File: src/rtl/i2cmbr_pkg.sv
// Shared types, register indexes and helpers for the I2C burst-read master.
package i2cmbr_pkg;

   localparam int unsigned MAX_BYTES = 16;

   // Configuration register indexes
   localparam logic CSR_SLAVE_ADDRESS = 1'b0;
   localparam logic CSR_READ_LENGTH   = 1'b1;

   typedef enum logic [2:0] {
      PH_IDLE  = 3'd0,
      PH_START = 3'd1,
      PH_ADDR  = 3'd2,
      PH_AACK  = 3'd3,
      PH_READ  = 3'd4,
      PH_DACK  = 3'd5,
      PH_STOP  = 3'd6
   } phase_type;

   typedef struct packed {
      phase_type  phase;
      logic [1:0] slot_step;
      logic [3:0] bit_count;
      logic [4:0] byte_count;
      logic [7:0] shift_reg;
      logic       scl_out;
      logic       sda_out;
   } state_type;

   typedef struct packed {
      logic       scl_level;
      logic       sda_drive;
      logic       sda_enable;
      logic [7:0] data_byte;
      logic       byte_valid;
      logic [3:0] byte_index;
      logic       busy_res;
      logic       done_res;
      logic       nack_error;
   } result_type;

   // Zero length reads one byte; anything above MAX_BYTES saturates.
   function automatic logic [5:0] eff_length(input logic [4:0] len);
      logic [5:0] n;
      n = {1'b0, len};
      if (len == 5'd0) begin
         n = 6'd1;
      end else if (n > 6'(MAX_BYTES)) begin
         n = 6'(MAX_BYTES);
      end
      return n;
   endfunction

endpackage

File: src/rtl/i2cmbr_req_if.sv
// Request channel: one bus delay slot per transfer.
interface i2cmbr_req_if;
   logic valid;
   logic ready;
   logic start_request;
   logic sda_level;

   modport source (output valid, output start_request, output sda_level, input ready);
   modport sink   (input valid, input start_request, input sda_level, output ready);
endinterface

File: src/rtl/i2cmbr_rsp_if.sv
// Result channel: pin levels and received data for one slot per transfer.
interface i2cmbr_rsp_if;
   logic       valid;
   logic       ready;
   logic       scl_level;
   logic       sda_drive;
   logic       sda_enable;
   logic [7:0] data_byte;
   logic       byte_valid;
   logic [3:0] byte_index;
   logic       busy_res;
   logic       done_res;
   logic       nack_error;

   modport source (
      output valid, output scl_level, output sda_drive, output sda_enable,
      output data_byte, output byte_valid, output byte_index, output busy_res,
      output done_res, output nack_error, input ready
   );
   modport sink (
      input valid, input scl_level, input sda_drive, input sda_enable,
      input data_byte, input byte_valid, input byte_index, input busy_res,
      input done_res, input nack_error, output ready
   );
endinterface

File: src/rtl/i2cmbr_step.sv
// Slot sequencer: next bus state and slot result from current state and inputs.
module i2cmbr_step (
   input  i2cmbr_pkg::state_type  cur_state,
   input  logic                   start_request,
   input  logic                   sda_level,
   input  logic [6:0]             slave_address,
   input  logic [4:0]             read_length,
   output i2cmbr_pkg::state_type  nxt_state,
   output i2cmbr_pkg::result_type result
);

   i2cmbr_pkg::phase_type ph;
   logic [1:0] stp;
   logic [3:0] bit_inc;
   logic [4:0] byte_inc;
   logic       last;
   logic       bit_done;

   // An idle slot with a start request runs as the first start slot.
   assign ph  = (cur_state.phase == i2cmbr_pkg::PH_IDLE && start_request)
                ? i2cmbr_pkg::PH_START : cur_state.phase;
   assign stp = (cur_state.phase == i2cmbr_pkg::PH_IDLE && start_request)
                ? 2'd0 : cur_state.slot_step;

   assign bit_inc  = cur_state.bit_count + 4'd1;
   assign byte_inc = cur_state.byte_count + 5'd1;
   assign bit_done = (bit_inc >= 4'd8);
   assign last     = ({1'b0, cur_state.byte_count} + 6'd1)
                     >= i2cmbr_pkg::eff_length(read_length);

   // next state
   always_comb begin
      nxt_state = cur_state;
      nxt_state.phase     = ph;
      nxt_state.slot_step = stp;
      case (ph)
         i2cmbr_pkg::PH_START: begin
            case (stp)
               2'd0: begin
                  nxt_state.scl_out = 1'b1; nxt_state.sda_out = 1'b1;
                  nxt_state.slot_step = 2'd1;
               end
               2'd1: begin
                  nxt_state.scl_out = 1'b1; nxt_state.sda_out = 1'b0;
                  nxt_state.slot_step = 2'd2;
               end
               default: begin
                  nxt_state.scl_out   = 1'b0; nxt_state.sda_out = 1'b0;
                  nxt_state.phase     = i2cmbr_pkg::PH_ADDR;
                  nxt_state.slot_step = 2'd0;
                  nxt_state.bit_count = 4'd0;
                  nxt_state.shift_reg = {slave_address, 1'b1};
               end
            endcase
         end
         i2cmbr_pkg::PH_ADDR: begin
            if (stp == 2'd0) begin
               nxt_state.scl_out   = 1'b0;
               nxt_state.sda_out   = cur_state.shift_reg[7];
               nxt_state.slot_step = 2'd1;
            end else begin
               // SDA holds the bit set up in the low slot
               nxt_state.scl_out   = 1'b1;
               nxt_state.shift_reg = {cur_state.shift_reg[6:0], 1'b0};
               nxt_state.bit_count = bit_inc;
               nxt_state.slot_step = 2'd0;
               if (bit_done) begin
                  nxt_state.phase = i2cmbr_pkg::PH_AACK;
               end
            end
         end
         i2cmbr_pkg::PH_AACK: begin
            nxt_state.sda_out = 1'b1;
            if (stp == 2'd0) begin
               nxt_state.scl_out   = 1'b0;
               nxt_state.slot_step = 2'd1;
            end else begin
               nxt_state.scl_out   = 1'b1;
               nxt_state.slot_step = 2'd0;
               if (sda_level) begin
                  nxt_state.phase = i2cmbr_pkg::PH_STOP;
               end else begin
                  nxt_state.phase      = i2cmbr_pkg::PH_READ;
                  nxt_state.bit_count  = 4'd0;
                  nxt_state.byte_count = 5'd0;
                  nxt_state.shift_reg  = 8'd0;
               end
            end
         end
         i2cmbr_pkg::PH_READ: begin
            nxt_state.sda_out = 1'b1;
            if (stp == 2'd0) begin
               nxt_state.scl_out   = 1'b0;
               nxt_state.slot_step = 2'd1;
            end else begin
               nxt_state.scl_out   = 1'b1;
               nxt_state.shift_reg = {cur_state.shift_reg[6:0], sda_level};
               nxt_state.bit_count = bit_inc;
               nxt_state.slot_step = 2'd0;
               if (bit_done) begin
                  nxt_state.phase = i2cmbr_pkg::PH_DACK;
               end
            end
         end
         i2cmbr_pkg::PH_DACK: begin
            nxt_state.sda_out = last;
            if (stp == 2'd0) begin
               nxt_state.scl_out   = 1'b0;
               nxt_state.slot_step = 2'd1;
            end else begin
               nxt_state.scl_out    = 1'b1;
               nxt_state.slot_step  = 2'd0;
               nxt_state.byte_count = byte_inc;
               if (last) begin
                  nxt_state.phase = i2cmbr_pkg::PH_STOP;
               end else begin
                  nxt_state.phase     = i2cmbr_pkg::PH_READ;
                  nxt_state.bit_count = 4'd0;
                  nxt_state.shift_reg = 8'd0;
               end
            end
         end
         i2cmbr_pkg::PH_STOP: begin
            case (stp)
               2'd0: begin
                  nxt_state.scl_out = 1'b0; nxt_state.sda_out = 1'b0;
                  nxt_state.slot_step = 2'd1;
               end
               2'd1: begin
                  nxt_state.scl_out = 1'b1; nxt_state.sda_out = 1'b0;
                  nxt_state.slot_step = 2'd2;
               end
               default: begin
                  nxt_state.scl_out   = 1'b1; nxt_state.sda_out = 1'b1;
                  nxt_state.phase     = i2cmbr_pkg::PH_IDLE;
                  nxt_state.slot_step = 2'd0;
               end
            endcase
         end
         default: begin
            // idle, or a phase code that means nothing
            nxt_state.phase     = i2cmbr_pkg::PH_IDLE;
            nxt_state.slot_step = 2'd0;
            nxt_state.scl_out   = 1'b1;
            nxt_state.sda_out   = 1'b1;
         end
      endcase
   end

   // slot result
   always_comb begin
      result            = '0;
      result.scl_level  = nxt_state.scl_out;
      result.sda_drive  = nxt_state.sda_out;
      result.busy_res   = 1'b1;
      case (ph)
         i2cmbr_pkg::PH_START,
         i2cmbr_pkg::PH_ADDR: begin
            result.sda_enable = 1'b1;
         end
         i2cmbr_pkg::PH_AACK: begin
            result.nack_error = (stp != 2'd0) && sda_level;
         end
         i2cmbr_pkg::PH_READ: begin
            if (stp != 2'd0 && bit_done) begin
               result.byte_valid = 1'b1;
               result.data_byte  = {cur_state.shift_reg[6:0], sda_level};
               result.byte_index = cur_state.byte_count[3:0];
            end
         end
         i2cmbr_pkg::PH_DACK: begin
            // master ACK drives low; the final NACK clock leaves SDA released
            result.sda_enable = !last;
         end
         i2cmbr_pkg::PH_STOP: begin
            result.sda_enable = 1'b1;
            result.done_res   = (stp != 2'd0) && (stp != 2'd1);
         end
         default: begin
            result.busy_res = 1'b0;
         end
      endcase
   end

endmodule

File: src/rtl/i2c_master_burst_read.sv
// Top level of the bit-level I2C burst-read master.
// A slot's result is registered in the output register when its transfer is accepted.
// Throughput: one slot per cycle; a new slot is taken while the previous result waits
//   if the result side takes it in the same cycle.
// Reset (synchronous, active high): phase idle, SCL/SDA released high, counters zero,
//   slave_address 80, read_length 9, no result pending.
module i2c_master_burst_read (
   input  logic       clock,
   input  logic       reset,
   i2cmbr_req_if.sink req_bus,
   i2cmbr_rsp_if.source rsp_bus,
   input  logic       csr_write_enable,
   input  logic       csr_index,
   input  logic [6:0] csr_write_data
);

   // configuration registers
   logic [6:0] slave_address_ff;
   logic [4:0] read_length_ff;

   // sequencer state
   i2cmbr_pkg::state_type state_ff;
   i2cmbr_pkg::state_type state_in;

   // output register
   i2cmbr_pkg::result_type rsp_ff;
   i2cmbr_pkg::result_type rsp_in;
   logic                   rsp_valid_ff;

   logic req_accept;

   // The output register frees up whenever its result is being taken, so the
   // sequencer advances every cycle under a steady stream.
   assign req_bus.ready = !rsp_valid_ff || rsp_bus.ready;
   assign req_accept    = req_bus.valid && req_bus.ready;

   always_ff @(posedge clock) begin
      if (reset) begin
         slave_address_ff <= 7'd80;
         read_length_ff   <= 5'd9;
      end else if (csr_write_enable) begin
         case (csr_index)
            i2cmbr_pkg::CSR_SLAVE_ADDRESS: slave_address_ff <= csr_write_data;
            i2cmbr_pkg::CSR_READ_LENGTH:   read_length_ff   <= csr_write_data[4:0];
            default: ;
         endcase
      end
   end

   i2cmbr_step u_step (
      .cur_state     (state_ff),
      .start_request (req_bus.start_request),
      .sda_level     (req_bus.sda_level),
      .slave_address (slave_address_ff),
      .read_length   (read_length_ff),
      .nxt_state     (state_in),
      .result        (rsp_in)
   );

   // State moves one slot per accepted transfer.
   always_ff @(posedge clock) begin
      if (reset) begin
         state_ff.phase      <= i2cmbr_pkg::PH_IDLE;
         state_ff.slot_step  <= 2'd0;
         state_ff.bit_count  <= 4'd0;
         state_ff.byte_count <= 5'd0;
         state_ff.shift_reg  <= 8'd0;
         state_ff.scl_out    <= 1'b1;
         state_ff.sda_out    <= 1'b1;
      end else if (req_accept) begin
         state_ff <= state_in;
      end
   end

   always_ff @(posedge clock) begin
      if (reset) begin
         rsp_valid_ff <= 1'b0;
      end else if (req_accept) begin
         rsp_valid_ff <= 1'b1;
      end else if (rsp_bus.ready) begin
         rsp_valid_ff <= 1'b0;
      end
   end

   // payload only, no reset needed
   always_ff @(posedge clock) begin
      if (req_accept) begin
         rsp_ff <= rsp_in;
      end
   end

   assign rsp_bus.valid      = rsp_valid_ff;
   assign rsp_bus.scl_level  = rsp_ff.scl_level;
   assign rsp_bus.sda_drive  = rsp_ff.sda_drive;
   assign rsp_bus.sda_enable = rsp_ff.sda_enable;
   assign rsp_bus.data_byte  = rsp_ff.data_byte;
   assign rsp_bus.byte_valid = rsp_ff.byte_valid;
   assign rsp_bus.byte_index = rsp_ff.byte_index;
   assign rsp_bus.busy_res   = rsp_ff.busy_res;
   assign rsp_bus.done_res   = rsp_ff.done_res;
   assign rsp_bus.nack_error = rsp_ff.nack_error;

   // every accepted slot leaves a result behind
   a_result_follows: assert property (@(posedge clock) disable iff (reset)
      req_accept |=> rsp_valid_ff)
      else $error("accepted slot produced no result");

   // a received byte is sampled on SCL high with SDA released
   a_byte_on_read: assert property (@(posedge clock) disable iff (reset)
      rsp_valid_ff && rsp_ff.byte_valid |-> rsp_ff.scl_level && !rsp_ff.sda_enable)
      else $error("byte reported outside a read sample slot");

   // idle phase always sits at the first slot
   a_idle_slot: assert property (@(posedge clock) disable iff (reset)
      state_ff.phase == i2cmbr_pkg::PH_IDLE |-> state_ff.slot_step == 2'd0)
      else $error("idle with nonzero slot step");

   // byte counter never runs past the saturated length
   a_byte_bound: assert property (@(posedge clock) disable iff (reset)
      {1'b0, state_ff.byte_count} <= 6'(i2cmbr_pkg::MAX_BYTES))
      else $error("byte count beyond maximum");

   // an idle slot without a start request stays idle
   a_stay_idle: assert property (@(posedge clock) disable iff (reset)
      req_accept && !req_bus.start_request && state_ff.phase == i2cmbr_pkg::PH_IDLE
      |=> state_ff.phase == i2cmbr_pkg::PH_IDLE && !rsp_ff.busy_res)
      else $error("left idle without a start request");

endmodule
File: src/flat_wrapper.sv
// flat-port wrapper written by rule: the top's interface ports become plain ports
module i2c_master_burst_read_flat 
  (clock, reset, csr_write_enable, csr_index, csr_write_data, req_bus_valid, req_bus_start_request, req_bus_sda_level, req_bus_ready, rsp_bus_valid, rsp_bus_scl_level, rsp_bus_sda_drive, rsp_bus_sda_enable, rsp_bus_data_byte, rsp_bus_byte_valid, rsp_bus_byte_index, rsp_bus_busy_res, rsp_bus_done_res, rsp_bus_nack_error, rsp_bus_ready);
  i2cmbr_req_if req_bus_i ();
  i2cmbr_rsp_if rsp_bus_i ();
  input  logic clock;
  input  logic reset;
  input  logic csr_write_enable;
  input  logic csr_index;
  input  logic [6:0] csr_write_data;
  input wire logic [$bits(req_bus_i.valid)-1:0] req_bus_valid;
  input wire logic [$bits(req_bus_i.start_request)-1:0] req_bus_start_request;
  input wire logic [$bits(req_bus_i.sda_level)-1:0] req_bus_sda_level;
  output wire logic [$bits(req_bus_i.ready)-1:0] req_bus_ready;
  output wire logic [$bits(rsp_bus_i.valid)-1:0] rsp_bus_valid;
  output wire logic [$bits(rsp_bus_i.scl_level)-1:0] rsp_bus_scl_level;
  output wire logic [$bits(rsp_bus_i.sda_drive)-1:0] rsp_bus_sda_drive;
  output wire logic [$bits(rsp_bus_i.sda_enable)-1:0] rsp_bus_sda_enable;
  output wire logic [$bits(rsp_bus_i.data_byte)-1:0] rsp_bus_data_byte;
  output wire logic [$bits(rsp_bus_i.byte_valid)-1:0] rsp_bus_byte_valid;
  output wire logic [$bits(rsp_bus_i.byte_index)-1:0] rsp_bus_byte_index;
  output wire logic [$bits(rsp_bus_i.busy_res)-1:0] rsp_bus_busy_res;
  output wire logic [$bits(rsp_bus_i.done_res)-1:0] rsp_bus_done_res;
  output wire logic [$bits(rsp_bus_i.nack_error)-1:0] rsp_bus_nack_error;
  input wire logic [$bits(rsp_bus_i.ready)-1:0] rsp_bus_ready;
  assign req_bus_i.valid = req_bus_valid;
  assign req_bus_i.start_request = req_bus_start_request;
  assign req_bus_i.sda_level = req_bus_sda_level;
  assign req_bus_ready = req_bus_i.ready;
  assign rsp_bus_valid = rsp_bus_i.valid;
  assign rsp_bus_scl_level = rsp_bus_i.scl_level;
  assign rsp_bus_sda_drive = rsp_bus_i.sda_drive;
  assign rsp_bus_sda_enable = rsp_bus_i.sda_enable;
  assign rsp_bus_data_byte = rsp_bus_i.data_byte;
  assign rsp_bus_byte_valid = rsp_bus_i.byte_valid;
  assign rsp_bus_byte_index = rsp_bus_i.byte_index;
  assign rsp_bus_busy_res = rsp_bus_i.busy_res;
  assign rsp_bus_done_res = rsp_bus_i.done_res;
  assign rsp_bus_nack_error = rsp_bus_i.nack_error;
  assign rsp_bus_i.ready = rsp_bus_ready;
  i2c_master_burst_read u_core (.clock(clock), .reset(reset), .req_bus(req_bus_i), .rsp_bus(rsp_bus_i), .csr_write_enable(csr_write_enable), .csr_index(csr_index), .csr_write_data(csr_write_data));
endmodule
File: config.mk
export PLATFORM = sky130hd
export DESIGN_NAME = i2c_master_burst_read_flat
export DESIGN_NICKNAME = d
export VERILOG_FILES = /design/src/rtl/i2cmbr_pkg.sv /design/src/rtl/i2cmbr_req_if.sv /design/src/rtl/i2cmbr_rsp_if.sv /design/src/rtl/i2cmbr_step.sv /design/src/rtl/i2c_master_burst_read.sv /design/src/flat_wrapper.sv
export SDC_FILE = /design/constraint.sdc
export NUM_CORES = 1
export LEC_CHECK = 0
export BUFFER_PORTS_ARGS = -buffer_cell sky130_fd_sc_hd__buf_2
export CAP_MARGIN = 10
export CORE_UTILIZATION = 24
export DETAILED_ROUTE_END_ITERATION = 10
export GPL_ROUTABILITY_DRIVEN = 0
export PLACE_DENSITY_LB_ADDON = 0.25
export SLEW_MARGIN = 20
export SYNTH_ARGS = -nofsm -noshare
export SYNTH_HDL_FRONTEND = slang
export SYNTH_SLANG_ARGS = --single-unit
File: constraint.sdc
create_clock -name clock -period 2.3 [get_ports clock]
set_input_delay 0.46 -clock clock [delete_from_list [all_inputs] [get_ports clock]]
set_output_delay 0.46 -clock clock [all_outputs]
set_load 0.1 [all_outputs]
# ---- Word-level counts from Yosys, hierarchy flattened
# Index checks and enable logic that the tools add are counted.
dict set report op_classes {
  muxes 40
  n_lt_le_gt_ge 3
  bitwise 1
  n_eq_ne 16
  n_addsub 3
  reduce_logical 27
}
# op n
set op_table {}
lappend op_table {{17-bit two-way mux} 3}
lappend op_table {{8-bit one-hot mux with 5 select lines} 1}
lappend op_table {{8-bit two-way mux} 4}
lappend op_table {{5-bit one-hot mux with 6 select lines} 1}
lappend op_table {{3-bit two-way mux} 9}
lappend op_table {{2-bit != test, second input constant} 8}
lappend op_table {{4-bit one-hot mux with 4 select lines} 1}
lappend op_table {{5-bit two-way mux} 3}
lappend op_table {{4-bit two-way mux} 3}
lappend op_table {{2-bit one-hot mux with 2 select lines} 3}
lappend op_table {{2-bit one-hot mux with 5 select lines} 1}
lappend op_table {{5-bit one-hot mux with 2 select lines} 1}
lappend op_table {{3-bit == test, second input constant} 3}
lappend op_table {{9-bit AND reduction} 1}
lappend op_table {{8-bit AND reduction} 1}
lappend op_table {{5-bit by 1-bit adder with 6-bit output, second input constant} 1}
lappend op_table {{3-bit by 2-bit == test with 1-bit output, second input constant} 2}
lappend op_table {{6-bit >= comparator} 1}
lappend op_table {{1-bit two-way mux} 6}
lappend op_table {{2-bit two-way mux} 3}
lappend op_table {{2-bit AND reduction} 3}
lappend op_table {{2-bit nonzero test} 3}
lappend op_table {{2-bit OR reduction} 3}
lappend op_table {{6-bit OR reduction} 1}
lappend op_table {{19 further kinds} 24}
dict set report totals {
  out_inout_bits 21
  in_bits 15
  word_cells 108
  register_bits 55
}

# ---- Logic depth before layout (Yosys ltp)
dict set report depth {
  depth_word 7
  mapped_depth 11
  mapped_depth_nobuf 10
}

# ---- Hierarchy
# Synthesis repeated with hierarchy kept, for this count alone.
dict set report unflattened {
  hier_cells 348
  area_unflattened_um2 3241.9
}
# module cells_each area_per_inst_um2 seq_area_each_um2 n_inst
set modules_own_cells {}
lappend modules_own_cells {i2c_master_burst_read 184 2148.3 1311.3 1}
lappend modules_own_cells {i2cmbr_step 164 1093.5 0.0 1}

# ---- Worst setup path before layout
# Ideal clock, no wire load.
dict set report synth_path {
  kind {register to register}
  from {register u_core.rsp_valid_ff (netlist: u_core.rsp_bus.valid)}
  to {register u_core.state_ff[3] in the netlist's numbering}
  path_stages_with_launch 7
  setup_slack_ns -0.977
  setup_ns 0.086
  path_buffers 0
  synth_period_minus_slack_ns 3.277
  required_time_ns 2.214
  t_arrival_ns 3.192
  path_cell_list {dfxtp_1 > nand2b_1 > nand2_2 > inv_1 > o211ai_1 > nor2_1 > a211oi_1}
}
dict set report synth_between {
  elab_chain_cells 4
}
# element line_no
set synth_lines {}
lappend synth_lines {{start: declaration} i2c_master_burst_read.sv:28} ;# logic rsp_valid_ff;
lappend synth_lines {{start signal: assignment} i2c_master_burst_read.sv:77} ;# rsp_valid_ff <= 1'b0;
lappend synth_lines {{start signal: assignment} i2c_master_burst_read.sv:79} ;# rsp_valid_ff <= 1'b1;
lappend synth_lines {{start signal: assignment} i2c_master_burst_read.sv:81} ;# rsp_valid_ff <= 1'b0;
lappend synth_lines {{1-bit logical NOT} i2c_master_burst_read.sv:34} ;# assign req_bus.ready = !rsp_valid_ff || rsp_bus.ready;
lappend synth_lines {{1-bit logical OR} i2c_master_burst_read.sv:34}
lappend synth_lines {{named net req_bus_ready} flat_wrapper.sv:14} ;# output wire logic [$bits(req_bus_i.ready)-1:0] req_bus_ready;
lappend synth_lines {{1-bit logical AND} i2c_master_burst_read.sv:35} ;# assign req_accept = req_bus.valid && req_bus.ready;
lappend synth_lines {{named net u_core.req_accept} i2c_master_burst_read.sv:30} ;# logic req_accept;
lappend synth_lines {{9-bit AND reduction (no source line)} n/a}
lappend synth_lines {{end signal: assignment} i2c_master_burst_read.sv:71} ;# state_ff <= state_in;
lappend synth_lines {{end: declaration} i2c_master_burst_read.sv:22} ;# i2cmbr_pkg::state_type state_ff;
# The timed path passes the listed nets, and every way through them passes these cells.
# A chain may end at the register's enable or synchronous reset.

==> impl_results.md <==
- Comb pwr share: 13.6%
- Die Y: 107 µm
- Final Critical Period: 2.18 ns
- Remaining antenna violation count: 0
- Routed vias: 2,223
- Total Power: 1940 µW
- Commonest cells after routing, fill and taps aside: a21oi_1 (43), nand2_1 (36), buf_2 (35)
- Number of distinct library cells after synthesis: 46
- FF-to-FF path depth: 9
- Overflow after GRT: 0
- Cts hold-fix bufs: 0
- Routed wire length per instance: 12.5 µm
- Worst R2R Start: u_core.state_ff[10]
- Final hold violations: 0
- FF-to-FF End: u_core.rsp_bus.sda_enable
- CTS tree: done
- Vias/cell: 4.55
- Family with the most delay on the worst path: adder cells
- Area grow syn2layout: 21.9%
- 1st-pass router iterations: 4
- Ys async rst share: 0%
- F_max: 459 MHz
- Cell depth of the worst setup path: 9
- CP max stage delay: 0.37 ns
- Clock tree root buffer cell: clkbuf_8
- Ant. Diodes: 0
- HPWL Detailed: 4670 µm
- Critical Path RT: 2.37 ns
- Final instance area: 3230 µm²
- Worst Tran Pin Value: 0.514 ns
- Relative slew slack: 65.6%
- Ys flop type: dfxtp_1
- CTS Buf Count: 5
- Slowest-stage cell, CP: dfxtp_2
- CP Capture Point: u_core.rsp_bus.sda_enable
- R2r setup slk: 0.12 ns
- Crit path DAT: 2.25 ns
- Switch share: 27.4%
- Synth warn: 0
- H-tree level count: 2
- CP Launch Point: u_core.state_ff[10]
- Die width: 107 µm
- Core area: 10,800 µm²
- Startpoint types: flip-flop
- Average cell area after synthesis: 8.83 µm²
- Starting Density: 24.6%
- Status: complete, no violations
- Switching pwr: 532 µW
- Clock insertion delay at the later pin of the skew report: 0.30 ns
- Fin nets: 370
- Clock slew at reported path FFs: 0.10 ns
- Initial antenna violation count: 0
- Total wire length: 6140 µm
- Clock Sinks: 55
- Worst path cell trace: ha_1 > nand3_1 > xnor2_2 > ha_1 > nand4b_1 > buf_4 > a31oi_1 > o21ai_0 > and2_1
- Buffers and inverters on the worst path: 1
- Max-cap viol count: 0
- Register Area: 1300 µm²
- Clk pwr share: 32.5%
- Global-route wire length before repair: 10,200 µm
- Power Internal: 1410 µW
- Pleak: 0.00120 µW
- Dpl ws: 0.0667 ns
- Yosys top cell area share: 27.2%
- Area of the multi-input gates: 1280 µm²
- Max IR drop VDD: 0.227 mV
- Skew final: 0.00899 ns
- Port buffer count: 35
- Num ports: 36
- Commonest non-fill, non-tap cell in the layout: a21oi_1
- Flops & latches, synth: 55
- Largest net degree at the start of global routing: 19
- Worst min path class: in -> reg
- Max Slew Vio Count: 0
- Critical path's most frequent cell: ha_1
- Share of layout cells above drive strength 1: 21.8%
- Num rows: 38
- Critical Path Fanout Max: 4
- Longest Clk Path Bufs: 2
- FILL cells: 1,129
- DRT iter0 DRCs: 92
- Flop pwr share: 53.9%
- Crit end category: flip-flop
- Seq/Total Area, Yosys: 48.7%
- Tcrit/Tclk final: 94.7%
- Hold depth: 3
- Pwr dens: 601 nW/µm²
- Post-Route Setup TNS: 0 ns
- Synth area leaders: dfxtp_1 (27%), edfxtp_1 (22%), a21oi_1 (8.3%), nand2_1 (5.1%), nor2_1 (3.5%)
- Floorplan die area: 11,500 µm²
- Worst hold margin: 0.384 ns
- Setup-failing EPs final: 0
- Cell accounting for the most synthesized area: dfxtp_1
- Number of global-route vias before repair: 2,084
- RSZ-0062 raised after global routing: no
- Worst setup margin: 0.123 ns
- DRC: 0
- GRT Overall Usage: 11.3%
- Cell Area, Synth: 2650 µm²
- Placed cell areas: 3090 µm²
- EDFF count, synth: 19
- Post-Synthesis Cells: 300
- Crit path kind: reg -> reg
- Syn_nets: 322
cell usage after synthesis, drive strengths merged (2+ instances only):
library cell	count
edfxtp	19
and2	12
nor3	14
a21oi	44
and2b	2
nor2	25
nor4	2
nor3b	9
clkbuf	8
and3	2
inv	10
a211oi	8
a21o	3
nand3	12
buf	5
dfxtp	36
nand2b	9
o21ai	8
nand2	38
nand3b	2
xnor2	2
ha	7
xor2	2
a31oi	4
state kept, by name, indices dropped and copies added, names as in the netlist, 4 cells and up:
register / cells
u_core.read_length_ff: 5
u_core.rsp_bus.byte_index: 4
u_core.slave_address_ff: 7
u_core.rsp_bus.data_byte: 8
u_core.state_ff: 23
cell type report:
| type | instances | share of cell area, % |
|---|---|---|
| Clock inverter | 3 | 1.20 |
| Tap cell | 140 | 5.42 |
| Clock buffer | 5 | 2.13 |
| Sequential cell | 55 | 40.2 |
| Multi-Input combinational cell | 222 | 39.8 |
| Timing Repair Buffer | 54 | 9.95 |
| Inverter | 10 | 1.28 |
power groups by stage:
| stage | clock [µW] | combinational [µW] | sequential, µW |
|---|---|---|---|
| floorplan | 0 | 87.5 | 1180 |
| global placement | 0 | 262 | 1070 |
| detailed placement | 0 | 262 | 1070 |
| CTS | 662 | 263 | 1050 |
| global route | 683 | 283 | 1050 |
| finish | 632 | 264 | 1050 |
tightest hold or removal path, delay by kind of cell:
kind / cells / cell delay (ns)
buf+inv: 1 / 0.08
simple gates: 2 / 0.12
how the worst min path moves through the flow:
stage                               start                    endpoint  slack, ns
6_report                csr_write_data[6]  u_core.slave_address_ff[6]       0.38
5_1_grt                 csr_write_data[5]  u_core.slave_address_ff[5]       0.39
4_1_cts                 csr_write_data[6]  u_core.slave_address_ff[6]       0.37
3_5_place_dp   u_core.slave_address_ff[1]  u_core.slave_address_ff[1]       0.45
3_3_place_gp   u_core.slave_address_ff[1]  u_core.slave_address_ff[1]       0.45
2_1_floorplan    u_core.read_length_ff[0]    u_core.read_length_ff[0]       0.44
per-layer routing:
layer / GRT usage [%] / part of all wire (%)
met1: 14.5 / 50
met4: 3.62 / 1.3
met3: 2.07 / 3.4
met5: 0 / 0
met2: 19.0 / 46
repair_timing:
action,4_1_cts,5_1_grt
setup buffers,0,1
gates resized for setup,0,7
setup endpoints to repair,0,11
per-stage QoR:
step	utilization, %	instances
CTS	29.6	488
global route	29.9	489
global placement	28.6	480
detailed placement	28.6	480
floorplan	-	300
finish	29.9	489
cell families (layout without fill, tap and decap cells):
group	after synthesis	count (layout)	share of synthesized area, %
xor+xnor	4	4	1.32
flops	55	55	48.7
fa+ha+maj	7	7	3.30
buf+inv	23	72	3.68
compound gates	78	78	17.5
simple gates	133	133	25.5
Power figures use the tool's default switching activity.
